$ cat config.mk
export PLATFORM = sky130hd
export DESIGN_NAME = line_rasterizer_unit
export DESIGN_NICKNAME = d
export VERILOG_FILES = /design/src/rtl/lrast_pkg.sv /design/src/rtl/lrast_axis.sv /design/src/rtl/line_rasterizer_unit.sv
export VERILOG_INCLUDE_DIRS = /design/src /design/src/rtl
export SDC_FILE = /design/constraint.sdc
export NUM_CORES = 1
export LEC_CHECK = 0
export BUFFER_PORTS_ARGS = -buffer_cell sky130_fd_sc_hd__buf_2
export CORE_UTILIZATION = 55
export CTS_CLUSTER_DIAMETER = 80
export CTS_CLUSTER_SIZE = 20
export DETAILED_ROUTE_END_ITERATION = 10
export PLACE_DENSITY_LB_ADDON = 0.05
export SLEW_MARGIN = 20
export SYNTH_ARGS = -nofsm -noshare
export SYNTH_HDL_FRONTEND = slang
export SYNTH_SLANG_ARGS = --single-unit
$ cat constraint.sdc
create_clock -name clk_i -period 5.55 [get_ports clk_i]
set_clock_uncertainty 0.1 [all_clocks]
set_input_delay 1.11 -clock clk_i [delete_from_list [all_inputs] [get_ports clk_i]]
set_output_delay 1.11 -clock clk_i [all_outputs]
set_load 0.1 [all_outputs]
$ cat src/rtl/line_rasterizer_unit_assert.svh
// Assertion macros shared by the line rasterizer RTL
`ifndef LINE_RASTERIZER_UNIT_ASSERT_SVH
`define LINE_RASTERIZER_UNIT_ASSERT_SVH

// Same-cycle implication, sampled on clk_i, off while rst_ni is low
`define LR_ASSERT_IMPL(label, ante, cons) \
  label: assert property (@(posedge clk_i) disable iff (!rst_ni) (ante) |-> (cons)) \
    else $error("line rasterizer check failed");

// Next-cycle implication, sampled on clk_i, off while rst_ni is low
`define LR_ASSERT_NEXT(label, ante, cons) \
  label: assert property (@(posedge clk_i) disable iff (!rst_ni) (ante) |=> (cons)) \
    else $error("line rasterizer check failed");

`endif

$ cat src/rtl/lrast_pkg.sv
// Shared types and constants for the line rasterizer
package lrast_pkg;

  // Frame width register and linear address widths
  localparam int unsigned FRAME_W_BITS = 13;
  localparam int unsigned ADDR_BITS    = 24;
  localparam logic [FRAME_W_BITS-1:0] FRAME_W_RESET = 13'd640;

  // Input beat commands
  typedef enum logic {
    OP_START = 1'b0,
    OP_STEP  = 1'b1
  } op_e;

endpackage

$ cat src/rtl/lrast_axis.sv
// One axis of the rasterizer step: error accumulate, step decision, saturate
module lrast_axis import lrast_pkg::*; #(
  parameter int unsigned COORD_BITS = 12
) (
  input  logic [COORD_BITS-1:0]        cur_i,
  input  logic signed [COORD_BITS+1:0] err_i,
  input  logic [COORD_BITS-1:0]        delta_own_i,
  input  logic [COORD_BITS-1:0]        delta_cross_i,
  input  logic                         dir_neg_i,
  output logic [COORD_BITS-1:0]        cur_o,
  output logic signed [COORD_BITS+1:0] err_o
);

  localparam int unsigned ERR_W = COORD_BITS + 2;
  localparam int unsigned EXT_W = COORD_BITS + 4;
  localparam logic signed [EXT_W-1:0] ERR_MAX = EXT_W'((1 << (COORD_BITS + 1)) - 1);
  localparam logic signed [EXT_W-1:0] ERR_MIN = EXT_W'(-(1 << (COORD_BITS + 1)));

  logic signed [EXT_W-1:0] sum;
  logic signed [EXT_W-1:0] cross_ext;
  logic signed [EXT_W-1:0] adj;
  logic                    take_step;

  // accumulate own delta, step when twice the error reaches the other delta
  always_comb begin
    sum       = $signed({{(EXT_W-ERR_W){err_i[ERR_W-1]}}, err_i})
              + $signed({{(EXT_W-COORD_BITS){1'b0}}, delta_own_i});
    cross_ext = $signed({{(EXT_W-COORD_BITS){1'b0}}, delta_cross_i});
    take_step = (sum <<< 1) >= cross_ext;
    adj       = take_step ? (sum - cross_ext) : sum;
  end

  // coordinate moves one place, wrapping
  always_comb begin
    if (!take_step) begin
      cur_o = cur_i;
    end else if (dir_neg_i) begin
      cur_o = cur_i - COORD_BITS'(1);
    end else begin
      cur_o = cur_i + COORD_BITS'(1);
    end
  end

  // saturate back into the accumulator range
  always_comb begin
    priority if (adj > ERR_MAX) begin
      err_o = ERR_MAX[ERR_W-1:0];
    end else if (adj < ERR_MIN) begin
      err_o = ERR_MIN[ERR_W-1:0];
    end else begin
      err_o = adj[ERR_W-1:0];
    end
  end

endmodule

$ cat src/rtl/line_rasterizer_unit.sv
// Top level of the line rasterizer: step logic, pixel stage and address stage
`include "line_rasterizer_unit_assert.svh"

// Line rasterizer. A start beat (opcode 0) loads both endpoints and yields the
// first pixel; each step beat (opcode 1) yields the next pixel of the line, with
// last_pixel set on the end point, after which the unit is idle and a step beat
// yields an all-zero result with pixel_valid low. One input beat is taken every
// cycle unless in_stall_o is high, and exactly one result beat follows: the
// per-axis error update that feeds back into the line state is registered into
// the pixel stage, and the frame_width * y + x multiply-add for the 24-bit
// address is registered into the output stage. frame_width is written through
// cfg_we_i/cfg_wdata_i and must only change while no beat is in flight.
module line_rasterizer_unit import lrast_pkg::*; #(
  parameter int unsigned COORD_BITS = 12
) (
  input  logic                    clk_i,
  input  logic                    rst_ni,
  // configuration
  input  logic                    cfg_we_i,
  input  logic [FRAME_W_BITS-1:0] cfg_wdata_i,
  // input channel
  input  logic                    in_valid_i,
  output logic                    in_stall_o,
  input  logic                    opcode_i,
  input  logic [COORD_BITS-1:0]   start_x_i,
  input  logic [COORD_BITS-1:0]   start_y_i,
  input  logic [COORD_BITS-1:0]   end_x_i,
  input  logic [COORD_BITS-1:0]   end_y_i,
  // output channel
  output logic                    out_valid_o,
  input  logic                    out_stall_i,
  output logic                    pixel_valid_o,
  output logic [COORD_BITS-1:0]   pixel_x_o,
  output logic [COORD_BITS-1:0]   pixel_y_o,
  output logic [ADDR_BITS-1:0]    pixel_address_o,
  output logic                    last_pixel_o
);

  localparam int unsigned ERR_W = COORD_BITS + 2;

  // frame width register
  logic [FRAME_W_BITS-1:0] frame_w_q;

  // line state
  logic [COORD_BITS-1:0] cur_x_q, cur_x_d, cur_y_q, cur_y_d;
  logic [COORD_BITS-1:0] goal_x_q, goal_x_d, goal_y_q, goal_y_d;
  logic [COORD_BITS-1:0] delta_x_q, delta_x_d, delta_y_q, delta_y_d;
  logic                  dir_x_neg_q, dir_x_neg_d, dir_y_neg_q, dir_y_neg_d;
  logic signed [ERR_W-1:0] err_x_q, err_x_d, err_y_q, err_y_d;
  logic                  line_active_q, line_active_d;

  // step results from the axis units
  logic [COORD_BITS-1:0]   step_x, step_y;
  logic signed [ERR_W-1:0] step_err_x, step_err_y;

  // pixel stage
  logic                  mid_valid_q;
  logic                  mid_pix_valid_q, mid_pix_valid_d;
  logic [COORD_BITS-1:0] mid_x_q, mid_x_d, mid_y_q, mid_y_d;
  logic                  mid_last_q, mid_last_d;

  // output stage
  logic                  out_valid_q;
  logic                  out_pix_valid_q;
  logic [COORD_BITS-1:0] out_x_q, out_y_q;
  logic [ADDR_BITS-1:0]  out_addr_q, addr_d;
  logic                  out_last_q;

  // handshake
  logic in_acc;
  logic out_load;

  assign out_load   = mid_valid_q && (!out_valid_q || !out_stall_i);
  assign in_stall_o = mid_valid_q && !out_load;
  assign in_acc     = in_valid_i && !in_stall_o;

  // frame width config
  always_ff @(posedge clk_i or negedge rst_ni) begin
    if (!rst_ni) begin
      frame_w_q <= FRAME_W_RESET;
    end else if (cfg_we_i) begin
      frame_w_q <= cfg_wdata_i;
    end
  end

  // per-axis error update
  lrast_axis #(.COORD_BITS(COORD_BITS)) u_axis_x (
    .cur_i         (cur_x_q),
    .err_i         (err_x_q),
    .delta_own_i   (delta_x_q),
    .delta_cross_i (delta_y_q),
    .dir_neg_i     (dir_x_neg_q),
    .cur_o         (step_x),
    .err_o         (step_err_x)
  );

  lrast_axis #(.COORD_BITS(COORD_BITS)) u_axis_y (
    .cur_i         (cur_y_q),
    .err_i         (err_y_q),
    .delta_own_i   (delta_y_q),
    .delta_cross_i (delta_x_q),
    .dir_neg_i     (dir_y_neg_q),
    .cur_o         (step_y),
    .err_o         (step_err_y)
  );

  // next line state and pixel for the incoming beat
  always_comb begin
    cur_x_d         = cur_x_q;
    cur_y_d         = cur_y_q;
    goal_x_d        = goal_x_q;
    goal_y_d        = goal_y_q;
    delta_x_d       = delta_x_q;
    delta_y_d       = delta_y_q;
    dir_x_neg_d     = dir_x_neg_q;
    dir_y_neg_d     = dir_y_neg_q;
    err_x_d         = err_x_q;
    err_y_d         = err_y_q;
    line_active_d   = line_active_q;
    mid_pix_valid_d = 1'b0;
    mid_x_d         = '0;
    mid_y_d         = '0;
    mid_last_d      = 1'b0;
    if (opcode_i == OP_START) begin
      cur_x_d     = start_x_i;
      cur_y_d     = start_y_i;
      goal_x_d    = end_x_i;
      goal_y_d    = end_y_i;
      dir_x_neg_d = !(start_x_i < end_x_i);
      dir_y_neg_d = !(start_y_i < end_y_i);
      delta_x_d   = (start_x_i < end_x_i) ? (end_x_i - start_x_i) : (start_x_i - end_x_i);
      delta_y_d   = (start_y_i < end_y_i) ? (end_y_i - start_y_i) : (start_y_i - end_y_i);
      err_x_d     = '0;
      err_y_d     = '0;
    end else if (line_active_q) begin
      cur_x_d = step_x;
      cur_y_d = step_y;
      err_x_d = step_err_x;
      err_y_d = step_err_y;
    end
    // a pixel comes out of every start, and of a step on an active line
    if (opcode_i == OP_START || line_active_q) begin
      mid_pix_valid_d = 1'b1;
      mid_x_d         = cur_x_d;
      mid_y_d         = cur_y_d;
      mid_last_d      = (cur_x_d == goal_x_d) && (cur_y_d == goal_y_d);
      line_active_d   = !mid_last_d;
    end
  end

  // line state registers
  always_ff @(posedge clk_i or negedge rst_ni) begin
    if (!rst_ni) begin
      cur_x_q       <= '0;
      cur_y_q       <= '0;
      goal_x_q      <= '0;
      goal_y_q      <= '0;
      delta_x_q     <= '0;
      delta_y_q     <= '0;
      dir_x_neg_q   <= 1'b0;
      dir_y_neg_q   <= 1'b0;
      err_x_q       <= '0;
      err_y_q       <= '0;
      line_active_q <= 1'b0;
    end else if (in_acc) begin
      cur_x_q       <= cur_x_d;
      cur_y_q       <= cur_y_d;
      goal_x_q      <= goal_x_d;
      goal_y_q      <= goal_y_d;
      delta_x_q     <= delta_x_d;
      delta_y_q     <= delta_y_d;
      dir_x_neg_q   <= dir_x_neg_d;
      dir_y_neg_q   <= dir_y_neg_d;
      err_x_q       <= err_x_d;
      err_y_q       <= err_y_d;
      line_active_q <= line_active_d;
    end
  end

  // pixel stage valid
  always_ff @(posedge clk_i or negedge rst_ni) begin
    if (!rst_ni) begin
      mid_valid_q <= 1'b0;
    end else if (in_acc) begin
      mid_valid_q <= 1'b1;
    end else if (out_load) begin
      mid_valid_q <= 1'b0;
    end
  end

  // pixel stage payload
  always_ff @(posedge clk_i) begin
    if (in_acc) begin
      mid_pix_valid_q <= mid_pix_valid_d;
      mid_x_q         <= mid_x_d;
      mid_y_q         <= mid_y_d;
      mid_last_q      <= mid_last_d;
    end
  end

  // linear address, wraps to the address width
  assign addr_d = ADDR_BITS'(frame_w_q) * ADDR_BITS'(mid_y_q) + ADDR_BITS'(mid_x_q);

  // output stage valid
  always_ff @(posedge clk_i or negedge rst_ni) begin
    if (!rst_ni) begin
      out_valid_q <= 1'b0;
    end else if (out_load) begin
      out_valid_q <= 1'b1;
    end else if (!out_stall_i) begin
      out_valid_q <= 1'b0;
    end
  end

  // output stage payload
  always_ff @(posedge clk_i) begin
    if (out_load) begin
      out_pix_valid_q <= mid_pix_valid_q;
      out_x_q         <= mid_x_q;
      out_y_q         <= mid_y_q;
      out_addr_q      <= addr_d;
      out_last_q      <= mid_last_q;
    end
  end

  assign out_valid_o     = out_valid_q;
  assign pixel_valid_o   = out_pix_valid_q;
  assign pixel_x_o       = out_x_q;
  assign pixel_y_o       = out_y_q;
  assign pixel_address_o = out_addr_q;
  assign last_pixel_o    = out_last_q;

  // checks
  `LR_ASSERT_NEXT(a_idle_step_blank, in_acc && opcode_i == OP_STEP && !line_active_q,
                  mid_valid_q && !mid_pix_valid_q)
  `LR_ASSERT_IMPL(a_last_goes_idle, mid_valid_q && mid_last_q, !line_active_q)
  `LR_ASSERT_IMPL(a_blank_beat_zero, out_valid_q && !out_pix_valid_q,
                  out_addr_q == '0 && !out_last_q)
  `LR_ASSERT_IMPL(a_stall_only_full, in_stall_o, mid_valid_q && out_valid_q)

endmodule
== Word level (Yosys, flattened, before mapping) ==
Index checks and enable logic that the tools add are counted.
Cells by class
  order comparisons: 8
  mux-type cells: 27
  multiply operators: 1
  equality and inequality tests: 4
  add/subtract/negate cells: 13
  bitwise gates (word level): 1
  reductions and logical operators: 17
Operators with widths (number)
  $mux 12: 12
  $mux 14: 8
  $sub 12x12->12: 4
  $ge 16x13->1: 2
  $gt 16x14->1 const B: 2
  $lt 16x14->1 const B: 2
  $mux 16: 2
  $sub 16x13->16: 2
  $add 14x13->15: 2
  $add 12x1->12 const B: 2
  $add 24x12->24: 1
  $eq 12x12->1: 2
  $lt 12x12->1: 2
  $mul 13x12->24: 1
  $sub 12x1->12 const B: 2
  $logic_not 1->1: 7
  $reduce_and 2->1: 3
  $mux 1: 5
  $logic_and 1x1->1: 4
  $ne 2x1->1 const B: 2
  $logic_or 1x1->1: 2
  $reduce_bool 2->1: 1
  $not 1->1: 1
Word-level totals
  word-level logic and storage cells: 94
  register bits: 194

== Longest topological paths before layout ==
Gate-level depths: netlist of the first run.
  word-level depth: 8
  depth in mapped cells: 24
  depth with buffers taken out: 23

== Cells and area by module ==
Synthesis of the first run repeated with hierarchy kept, for this count alone.
Second synthesis, totals
  cells, all modules: 2315
  area, all modules: 20453.4 µm²
Modules (own cells, without submodules)
  line_rasterizer_unit: area each 15865.2 µm², cells each 1698, sequential area each 5237.5 µm², instances 1
  lrast_axis (u_axis_y): area each 2312.2 µm², cells each 307, sequential area each 0.0 µm², instances 1
  lrast_axis (u_axis_x): area each 2275.9 µm², cells each 310, sequential area each 0.0 µm², instances 1

== Worst setup path before layout of the first run ==
OpenSTA, ideal clock, no wires.
  path kind: register to register
  from: register frame_w_q[7]
  to: register out_addr_q[23] (netlist: pixel_address_o[23]) (data pin)
  data arrival time: 5304 ps
  setup slack: -113 ps
  period minus slack after synthesis: 5663 ps
  buffers on the path: 1
  required time: 5190 ps
  setup time: 260 ps
  stages on the path, launching flop included: 23
  cell sequence: dfstp_2 -> clkbuf_1 -> nand2_1 -> fa_1 -> inv_1 -> fa_1 -> fa_1 -> inv_1 -> fa_1 -> fa_1 -> inv_1 -> ha_1 -> inv_1 -> o21bai_1 -> a21oi_1 -> o21bai_1 -> a21oi_1 -> o2111ai_1 -> nand2_1 -> o2111ai_1 -> a31o_2 -> a21oi_1 -> xnor2_1
On the way
  longest elaborated chain between the ends: 2
Ends and longest elaborated chain
  start: declaration: line line_rasterizer_unit.sv:42  | logic [FRAME_W_BITS-1:0] frame_w_q;
  start signal: assignment: line line_rasterizer_unit.sv:82  | frame_w_q <= cfg_wdata_i;
  $mul 13x12->24: line line_rasterizer_unit.sv:202  | assign addr_d = ADDR_BITS'(frame_w_q) * ADDR_BITS'(mid_y_q) + ADDR_BITS'(mid_x_q);
  $add 24x12->24: line line_rasterizer_unit.sv:202
  net addr_d[23]: line line_rasterizer_unit.sv:66  | logic [ADDR_BITS-1:0] out_addr_q, addr_d;
  end signal: assignment: line line_rasterizer_unit.sv:221  | out_addr_q <= addr_d;
  end: declaration: line line_rasterizer_unit.sv:66
The timed path passes the listed nets, and every way through them passes these cells.
A chain may end at the register's enable or synchronous reset.

== Final worst setup path of the first run ==
Ends and elaborated chain as after synthesis.

==> results of run 1 <==
-- per-layer routing --
metal / wire (um) / global-route usage, % / vias up
met2: 24560 / 49.24 / 395
met5: 0 / 0 / -
li1: - / - / 7553
met3: 2274 / 4.077 / 70
met1: 23740 / 40.41 / 7663
met4: 1339 / 9.522 / 0
-- kinds of logic (layout without fill, tap and decap cells) --
logic type	count (synthesis)	count (layout)	synth area share [%]
AND/OR/NAND/NOR	561	561	13.16
AO/OA/AOI/OAI	476	476	16.32
buffers and inverters	344	514	6.740
adder cells (fa/ha/maj)	334	334	26.57
flip-flops	194	194	27.00
XOR/XNOR	131	131	6.069
multiplexers	76	76	4.147
-- layout make-up --
type,count,area [um2],area share (%)
multi-input combinational,1578,13000,59.66
sequential,194,5238,24.04
timing repair buffer,216,1351,6.203
inverter,266,998.5,4.584
tap,455,569.3,2.613
clock buffer,18,439.2,2.016
clock inverter,14,192.7,0.8845
-- state kept, by name, summed over array words and instances (netlist names), 12 cells and up --
name and cells:
pixel_address_o 24, goal_x_q 12, goal_y_q 12, err_x_q 14
frame_w_q 13, err_y_q 14, pixel_y_o 12, delta_y_q 12
cur_y_q 12, delta_x_q 12, mid_y_q 12, cur_x_q 12
mid_x_q 12, pixel_x_o 12
-- layout by cell type (no fill, tap or decap), types with 50 or more instances in the layout --
master and n:
a21oi_1 105, fa_1 130, buf_4 96, xnor2_1 95, o21ai_0 116, dfrtp_1 116
buf_2 117, and2_1 50, inv_1 266, nor2_1 102, edfxtp_1 76, nand2_1 246
ha_1 201
-- path summary, 6_finish.rpt --
check | cells past startpoint | start | to | slack, ns
worst max register to register | 20 | frame_w_q[7] | pixel_address_o[23] | 0.16
worst min-delay path | 0 | mid_pix_valid_q | pixel_valid_o | 0.32
min in group asynchronous | 1 | rst_ni | err_x_q[4] | 0.63
max in group asynchronous | 2 | rst_ni | frame_w_q[7] | 3.68
worst min register to register | 0 | mid_pix_valid_q | pixel_valid_o | 0.32
worst max-delay path | 20 | frame_w_q[7] | pixel_address_o[23] | 0.16
-- worst max-delay path, stage by stage (launching register included) --
cell       delay [ns]
dfstp_2          0.54
buf_4            0.18
nand2_1          0.09
fa_1             0.50
inv_1            0.05
fa_1             0.48
inv_1            0.05
fa_1             0.50
inv_1            0.06
fa_1             0.55
fa_1             0.46
ha_4             0.26
a21oi_2          0.15
o21bai_1         0.11
a21oi_2          0.20
o2111ai_2        0.16
nand2_2          0.12
o2111ai_2        0.13
a31o_2           0.24
a21oi_2          0.15
xnor2_1          0.07
-- through the flow --
step / std cells / util [%]
after floorplan: 2116 / -
after global placement: 2694 / 60.40
final: 2741 / 62.91
after detailed placement: 2694 / 60.41
after global routing: 2741 / 62.91
after CTS: 2729 / 62.32
-- what timing repair did --
item | in CTS | in global routing
pin swaps | 1 | 14
resized for setup | 2 | 21
buffers inserted | 3 | 12
endpoints found under the setup margin | 1 | 7
==> impl_metrics.env, run 1 <==
export IMPL_syn_inst=2116
export IMPL_ctsHoldBuffers=0
export IMPL_numPortBuffers=118
export IMPL_die_h_um=189.8
export IMPL_vias=15680
export IMPL_dieArea_um2=36030
export IMPL_diodes=0
export IMPL_place_congestion=0.9180
export IMPL_area_growth_pct=12.29
export IMPL_whs_ns=0.3218
export IMPL_first_global_vias=15420
export IMPL_synth_most_common_cell="inv_1"
export IMPL_slew_violations=0
export IMPL_fin_area_um2=21780
export IMPL_finalWirelength_mm=51.92
export IMPL_worstHoldPathType="reg2reg"
export IMPL_dr_pass1_iters=5
export IMPL_setup_tns_ns=0
export IMPL_hpwlAfterDp_mm=41.89
export IMPL_nets=2674
export IMPL_critPathLaunchType="register"
export IMPL_worstMarginPinSlew_ns=0.8888
export IMPL_synth_nets=2517
export IMPL_die_x_um=189.8
export IMPL_htreeDepth=4
export IMPL_cp_end_kind="register"
export IMPL_core_um2=34630
export IMPL_ant_nets=0
export IMPL_hold_violations=0
export IMPL_timing_fmax_ghz=0.1857
export IMPL_cts_tree="built"
export IMPL_status="completed"
export IMPL_grt_pass1_wl_mm=82.63
export IMPL_cts_buffer_depth=2
export IMPL_fillers=2972
export IMPL_post_route_min_period_ns=5.386
export IMPL_grt_start_max_net_pins=74
export IMPL_ys_warn_count=0
export IMPL_initial_core_util_pct=56.02
export IMPL_num_rows=68
export IMPL_grtUsageTotal_pct=29.79
export IMPL_slew_headroom_pct=40.74
export IMPL_synth_top_area_share_pct=14.96
export IMPL_setup_ws_ns=0.1640
export IMPL_drive_gt1_share_pct=14.74
export IMPL_clock_sinks=194
export IMPL_drc_errors=0
export IMPL_synth_largest_area_cell="dfrtp_1"
export IMPL_place_area_um2=20920
export IMPL_synth_area_leaders="dfrtp_1 15%, fa_1 13%, ha_1 13%, edfxtp_1 12%, inv_1 5.1%"
export IMPL_clock_latency_ns=0.46
export IMPL_synth_edf_count=76
export IMPL_setup_viol=0
export IMPL_viasPerCell=5.721
export IMPL_ys_seq_area_share_pct=27.00
export IMPL_finalCritPeriodShare_pct=97.05
export IMPL_ys_top_cells_by_count="266 x inv_1, 248 x nand2_1, 204 x ha_1"
export IMPL_antenna_found_initial=0
export IMPL_drt_iter0_markers=749
export IMPL_synth_area_um2=19400
export IMPL_crit_type="reg2reg"
export IMPL_ys_flop_type="dfrtp_1"
export IMPL_grt_remaining_overflow=0
export IMPL_synth_avg_cell_area_um2=9.168
export IMPL_drv_cap=0
export IMPL_dp_slack_ns=-0.07056
export IMPL_cts_root_buffer="clkbuf_16"
export IMPL_path_clk_slew_ns=0.08
export IMPL_cp_arrival_ns=5.50
export IMPL_cts_buffers_inserted=17
export IMPL_rsz0062_at_grt="true"
export IMPL_crit_required_ns=5.66
export IMPL_synthDistinctLibCells=79
export IMPL_worstPathMaxFanout=12
export IMPL_async_flop_share_pct=60.82
export IMPL_synth_seq_cells=194
export IMPL_routedWlPerCell_um=18.94
export IMPL_io_pins=119
Power of run 1 is not shown: default switching activity piles up to over one toggle a cycle in this logic, so the estimate is an artifact.
==> run 2: changes to the inputs <==
clock period = 5.1 ns   (was 5.55 ns; I/O delays follow)
==> run 2 against run 1 <==
  * The flow now finishes with violations (negative setup slack)
  * Critical endpoint is now pixel_address_o[19]
  * Sequential share of layout area down 0.91 points
  * Clock-buffer cell count grew 1
  * Global-route usage grew 0.24 points
==> impl_metrics.env, run 2 (synthesis results as in run 1) <==
export IMPL_status="finished with violations"
export IMPL_finalWirelength_mm=52.87
export IMPL_initial_core_util_pct=56.02
export IMPL_routed_top_layer="met5"
export IMPL_post_route_min_period_ns=5.306
export IMPL_grt_remaining_overflow=0
export IMPL_drc_errors=0
export IMPL_cts_buffers_inserted=17
export IMPL_vias=16100
export IMPL_io_pins=119
export IMPL_grtUsageTotal_pct=30.03
export IMPL_clock_sinks=194
export IMPL_setup_ws_ns=-0.2059
export IMPL_path_common_cell="fa_1"
export IMPL_cp_arrival_ns=5.42
export IMPL_nets=2735
export IMPL_dr_pass1_iters=6
export IMPL_finalCritPeriodShare_pct=104.0
export IMPL_drv_cap=0
export IMPL_hold_violations=0
export IMPL_drt_iter0_markers=1041
export IMPL_timing_fmax_ghz=0.1885
export IMPL_whs_ns=0.3249
export IMPL_final_common_cell="inv_1"
export IMPL_cp_end_kind="register"
export IMPL_largest_reg_flops=24
export IMPL_htreeDepth=4
export IMPL_reg2reg_slack_ns=-0.21
export IMPL_path_clk_slew_ns=0.08
export IMPL_crit_path_cell_trace="buf_4 > buf_4 > nand2_2 > fa_1 > inv_2 > fa_1 > fa_1 > inv_1 > fa_1 > fa_1 > inv_2 > ha_4 > inv_2 > o21bai_4 > a21oi_4 > o21bai_1 > a21oi_2 > o2111ai_2 > nand2_2 > buf_4 > buf_4 > nor2_4 > nor3_2 > xnor2_1"
export IMPL_ant_nets=0
export IMPL_dr_wl_met3_mm=3.028
export IMPL_ctsHoldBuffers=0
export IMPL_violations="negative setup slack"
export IMPL_clock_latency_ns=0.47
export IMPL_die_x_um=189.8
export IMPL_drive_gt1_share_pct=19.73
export IMPL_critPathLaunchType="register"
export IMPL_dieArea_um2=36030
export IMPL_area_growth_pct=16.74
export IMPL_crit_path_top_delay_cell="fa_1"
export IMPL_final_cell_mix="258 x inv_1, 240 x nand2_1, 194 x ha_1"
export IMPL_slew_violations=0
export IMPL_worstPathMaxFanout=2
export IMPL_grt_pass1_wl_mm=83.28
export IMPL_numPortBuffers=118
export IMPL_antenna_found_initial=6
export IMPL_worstHoldPathType="reg2reg"
export IMPL_slowest_delay_ns=0.52
export IMPL_dr_wl_met2_mm=24.65
export IMPL_rsz0062_at_grt="true"
export IMPL_routedWlPerCell_um=18.83
export IMPL_crit_required_ns=5.21
export IMPL_crit_type="reg2reg"
export IMPL_setup_viol=6
export IMPL_viasPerCell=5.735
export IMPL_slew_headroom_pct=38.14
export IMPL_place_congestion=0.8954
export IMPL_core_um2=34630
export IMPL_fillers=2832
export IMPL_hpwlAfterDp_mm=42.07
export IMPL_grt_start_max_net_pins=90
export IMPL_instances_no_fill=2807
export IMPL_first_global_vias=15730
export IMPL_num_rows=68
export IMPL_cts_root_buffer="clkbuf_16"
export IMPL_crit_family="adder cells"
export IMPL_worstMarginPinSlew_ns=0.9279
export IMPL_wl_met1_mm=23.09
export IMPL_cts_buffer_depth=2
export IMPL_path_buf_inv=8
export IMPL_die_h_um=189.8
export IMPL_cts_tree="built"
export IMPL_dp_cells=2746
-- run 2: cell types whose count changed in the layout (fill, tap and decap cells not counted), moves of 8 or more --
cell     change
a21oi_1     -12
inv_1        -8
buf_4       +50
inv_2        +8
a21oi_2     +10
buf_6       +10
-- run 2: layout make-up --
cell class | count | area (um2) | area share, %
multi-input cells | 1578 | 13350 | 58.94
flip-flops and latches | 194 | 5239 | 23.13
repair buffers | 277 | 1874 | 8.276
inverters | 266 | 998.5 | 4.409
well taps | 455 | 569.3 | 2.514
clock buffers | 19 | 454.2 | 2.005
clock inverters | 13 | 151.4 | 0.6685
diodes | 5 | 12.51 | 0.05525
-- run 2: per-layer routing --
metal | up-vias | GRT usage [%]
li1 | 7683 | -
met1 | 7826 | 39.45
met2 | 491 | 49.07
met3 | 97 | 5.165
met4 | 2 | 12.41
met5 | - | 0
-- run 2: through the flow --
step / setup TNS [ns] / utilization (%) / area, um2 / setup WS (ns)
floorplan: -0.2269 / - / 19480 / -0.1917
global placement: -0.9142 / 61.82 / 21410 / -0.3168
detailed placement: -1.514 / 61.82 / 21410 / -0.3786
CTS: -0.5459 / 64.52 / 22340 / -0.2003
global route: -2.927 / 65.38 / 22640 / -0.4560
finish: -0.8271 / 65.40 / 22650 / -0.2059
-- run 2: path summary, 6_finish.rpt --
path                             from                   to  depth (start not counted)
setup / recovery           mid_y_q[0]  pixel_address_o[19]                         24
hold / removal             mid_last_q         last_pixel_o                          0
setup reg to reg           mid_y_q[0]  pixel_address_o[19]                         24
hold reg to reg            mid_last_q         last_pixel_o                          0
max in group asynchronous      rst_ni         frame_w_q[1]                          2
min in group asynchronous      rst_ni         delta_x_q[4]                          1
-- run 2: timing repair --
action | in CTS | in global routing
gates resized for setup | 41 | 62
buffers inserted | 18 | 6
setup endpoints to repair | 22 | 31
cloned | 0 | 0
pin swaps | 41 | 42
Power of run 2 is left out for the same reason.
